`config.mk`:
```
export PLATFORM = sky130hd
export DESIGN_NAME = tfn_root_step
export DESIGN_NICKNAME = d
export VERILOG_FILES = /design/src/rtl/triangle_face_normal_assert.svh /design/src/rtl/tfn_root_step.sv
export SDC_FILE = /design/constraint.sdc
export NUM_CORES = 1
export LEC_CHECK = 0
export BUFFER_PORTS_ARGS = -buffer_cell sky130_fd_sc_hd__buf_2
export CORE_MARGIN = 4
export CORE_UTILIZATION = 55
export CTS_CLUSTER_DIAMETER = 60
export DETAILED_ROUTE_END_ITERATION = 16
export GPL_ROUTABILITY_DRIVEN = 1
export PLACE_DENSITY_LB_ADDON = 0.2
export SYNTH_ARGS = -nofsm -noshare
export SYNTH_HDL_FRONTEND = slang
export SYNTH_SLANG_ARGS = --single-unit
```
`constraint.sdc`:
```
create_clock -name clk_i -period 13.4 [get_ports clk_i]
set_input_delay 2.68 -clock clk_i [delete_from_list [all_inputs] [get_ports clk_i]]
set_output_delay 2.68 -clock clk_i [all_outputs]
set_load 0.005 [all_outputs]
```
`src/rtl/triangle_face_normal_assert.svh`:
```
// Assertion macros for the triangle face normal block
`ifndef TRIANGLE_FACE_NORMAL_ASSERT_SVH
`define TRIANGLE_FACE_NORMAL_ASSERT_SVH

// Clocked assertion with reset disable and a fixed message
`define TFN_ASSERT(lbl, prop) \
  lbl: assert property (@(posedge clk_i) disable iff (!rst_ni) prop) \
    else $error("tfn assertion failed");

// Clocked assertion with reset disable and a caller message
`define TFN_ASSERT_MSG(lbl, prop, msg) \
  lbl: assert property (@(posedge clk_i) disable iff (!rst_ni) prop) \
    else $error(msg);

`endif

```
`src/rtl/tfn_root_step.sv`:
```
// One bit of the rounded ratio mag * 2^F / sqrt(s), one lane, registered
`default_nettype none
module tfn_root_step #(
  parameter int unsigned DRW = 102,
  parameter int unsigned SW  = 68,
  parameter int unsigned RW  = 15,
  parameter int unsigned BIT = 0
) (
  input  wire logic                  clk_i,
  input  wire logic                  en_i,
  input  wire logic signed [DRW-1:0] d_i,
  input  wire logic signed [DRW-1:0] b_i,
  input  wire logic        [RW-1:0]  r_i,
  input  wire logic        [SW-1:0]  s_i,
  output logic signed      [DRW-1:0] d_o,
  output logic signed      [DRW-1:0] b_o,
  output logic             [RW-1:0]  r_o
);
  logic signed [DRW-1:0] s_ext;
  logic signed [DRW-1:0] sub;
  logic signed [DRW-1:0] dn;
  logic                  take;
  logic signed [DRW-1:0] d_d, b_d, d_q, b_q;
  logic        [RW-1:0]  r_d, r_q;

  // residual D = lim - (2r-1)^2 s, B = (2r-1) s; trial r + 2^BIT
  always_comb begin
    s_ext = $signed({{(DRW-SW){1'b0}}, s_i});
    sub   = (b_i <<< (BIT + 2)) + (s_ext <<< (2 * BIT + 2));
    dn    = d_i - sub;
    take  = ~dn[DRW-1];
    d_d   = take ? dn : d_i;
    b_d   = take ? (b_i + (s_ext <<< (BIT + 1))) : b_i;
    r_d   = r_i | (RW'(take) << BIT);
  end

  always_ff @(posedge clk_i) begin
    if (en_i) begin
      d_q <= d_d;
      b_q <= b_d;
      r_q <= r_d;
    end
  end

  assign d_o = d_q;
  assign b_o = b_q;
  assign r_o = r_q;
endmodule
`default_nettype wire

```
==> results by group <==
Die
  – Core Region: ~0.04 mm2
  – Starting Density: 0.559
  – # rows: 73
  – Die Y: 210 um
  – Die X-Extent: 210 um
  – Die Footprint: 0.0440 mm2
  – Ports: 508

GRT
  – First-pass GRT wire length: 120000 um
  – GRT Total Usage: 0.341
  – Vias in the first global route: 21469
  – Pin count of the biggest net entering global routing: 92
  – Initial antenna violation count: 4
  – Grt ovf: 0

Critical path
  – Crit. End Element: flip-flop
  – WP data arrival: 7.90 ns
  – Startpoint Class: primary input
  – CP required: between 10 and 15 ns
  – Family with the most delay on the worst path: simple AND/OR/NAND/NOR gates
  – Max incr delay on CP: approximately 0.6 ns
  – Buf/Inv on CP: 4
  – CP Class: primary input to flip-flop
  – Cell Chain, Critical Path: buf_2 -> inv_1 -> fa_1 -> ha_1 -> nand4_1 -> nor3_1 -> a31oi_1 -> o211ai_1 -> or3_4 -> nand4_4 -> buf_4 -> buf_4 -> or4_1 -> o211ai_1
  – CP max stage cell: buf_4
  – Crit path max fanout: 74

Layout
  – Register area: ~0.0066 mm2
  – P&R area growth vs syn: 16.4%
  – Design area: between 0.02 and 0.03 mm2
  – Layout cells sized above 1: 0.196
  – Layout fillers: between 3000 and 4000
  – Nets: 3645
  – Finished Layout Cells: between 3000 and 4000
  – Area of the multi-input gates: 0.0143 mm2

Pwr
  – Logic gate share of total power: 0.477
  – Switching power total: around 0.0014 W
  – PD cells: roughly 130 mW/mm2
  – Switching share of total power: 0.415
  – Clock Power Share: 0.219
  – Worst IR drop on VDD: 95.2 uV
  – Sequential share of power: 0.304
  – Cell Int Power: slightly below 0.002 W
  – Leak: 11.7 nW
  – Design Power: 0.00333 W

Placement
  – PortBufs: ~510
  – Cells after DPL: 3581
  – Dpl hpwl: 64400 um
  – Placed Area: roughly 0.025 mm2
  – GPL Wtd Cong: around 1

Clocking
  – CTS root buf: clkbuf_16
  – TritonCTS clock tree: built
  – Hold_buf cts: 0
  – Clock sink count: 219
  – TritonCTS buffer count: 29
  – Worst-path clk slew: approximately 0.060 ns
  – Post-CTS Setup Bufs: 0
  – Clk buf depth: 3
  – H-tree lvl count: 1
  – Post-CTS sizing: 0

Synth
  – Synthesized area per cell: 8.43 um2
  – Post-synthesis net count: approximately 3200
  – Sequential area share after synthesis: 0.294
  – Syn Inst Count: around 2700
  – Synthesis Warnings: 0
  – Top post-synthesis cells by area: edfxtp_1 29%, ha_1 11%, fa_1 6.2%
  – Cell taking the most area after synthesis: edfxtp_1
  – FFs w/ async S/R, synth: 0
  – Share of the synthesized area in the top cell type: 0.294
  – Yosys reg bits: 219
  – Distinct cells, synth: 84
  – Main flop type after synthesis: edfxtp_1
  – Most frequent cell after synthesis: nand2_1
  – Mapped Area: 0.0224 mm2
  – Top cells by count, synth: 355 x nand2_1, 277 x inv_1, 264 x o21ai_0
  – Post-synth EDFFs: between 200 and 250

Routing
  – 1st-pass router iterations: 6
  – Initial DRC Count: 2103
  – Routed WL: 78800 um
  – Vias: 22182
  – DRT antenna net count: 0
  – DRC Markers: 0
  – DR WL/cell: 21.7 um
  – Vias per inst: 6.09

Hold path
  – Hold crit path type: primary input to flip-flop

Timing
  – Unrepaired setup endpoints after global routing: false
  – Tightest Pin Transition: approximately 1.1 ns
  – Slew headroom: 0.249
  – Setup TNS Final: 0 ns
  – Period utilization: 0.561
  – Worst hold slack: 2.27 ns
  – Min Tclk post-route: 7.52 ns
  – Endpoints failing setup: 0
  – Final Hold Vio Count: 0
  – Fmax: 133 MHz
  – Max Slew Vio Count: 0

Status
  – Status: finished, final reports clean

Flow run
  – MaxCap Viol Count: 0
[power by group through the flow]
stage	Clock, W	Combinational [W]	Sequential, W
floorplan	0	0.000976	0.00103
global placement	0	0.00153	0.00102
detailed placement	0	0.00155	0.00102
CTS	0.000737	0.00156	0.00101
global route	0.000768	0.00174	0.00102
finish	0.000728	0.00159	0.00101
[sequential cells by signal, indices dropped and copies added, names as in the netlist]
register	flops
r_o	15
b_o	102
d_o	102
[routing by layer]
layer  track usage  wire [um]
met2         0.580      37700
met4         0.113       2900
met3        0.0559       6980
met1         0.444      31200
met5             0          0
[final timing paths]
kind / slack, ns / end / cells past startpoint / startpoint
worst max-delay path: 5.88 / b_o[66] / 14 / b_i[41]
worst min-delay path: 2.27 / r_o[7] / 1 / r_i[7]
[cell type report]
type,instances,share of cell area
multi-input combinational,2044,0.548
clock buffer,35,0.0287
inverter,277,0.0399
clock inverter,19,0.00495
antenna,5,0.000480
timing repair buffer,516,0.100
tap,525,0.0252
sequential,219,0.253
[layout by cell type (no fill, tap or decap), types with 8 or more instances in the layout]
cell / instances
and2_1: 12
and3_1: 26
or4_1: 8
a21oi_1: 248
nand2_1: 355
fa_1: 69
o21ai_0: 264
nor2_1: 128
a21boi_0: 14
clkbuf_16: 29
inv_1: 277
and4_1: 12
edfxtp_1: 219
nand2b_1: 14
nor4_2: 11
a31oi_1: 26
ha_1: 200
o21ai_1: 17
a21o_1: 59
nor4_1: 9
buf_2: 506
o21a_1: 24
o31ai_1: 14
a221o_1: 8
xor2_1: 72
nand3_1: 43
xnor2_1: 111
buf_4: 9
nor3_1: 31
a211oi_1: 11
nand4_1: 77
o21bai_1: 42
o211ai_1: 25
[stage by stage]
step	utilization	worst slack [ns]
floorplan	-	7.20
finish	0.651	5.88
global placement	0.629	5.60
global route	0.651	5.49
CTS	0.651	5.96
detailed placement	0.629	5.41
[cells by family after synthesis]
group                    count (synthesis)  share of synthesized area
XOR/XNOR                               183                     0.0716
flip-flops                             219                      0.294
multiplexers                             4                    0.00190
adder cells (fa/ha/maj)                269                      0.174
AND/OR/NAND/NOR                        768                      0.166
AO/OA/AOI/OAI                          820                      0.225
buffers and inverters                  390                     0.0688
(Power assumes the default switching activity.)
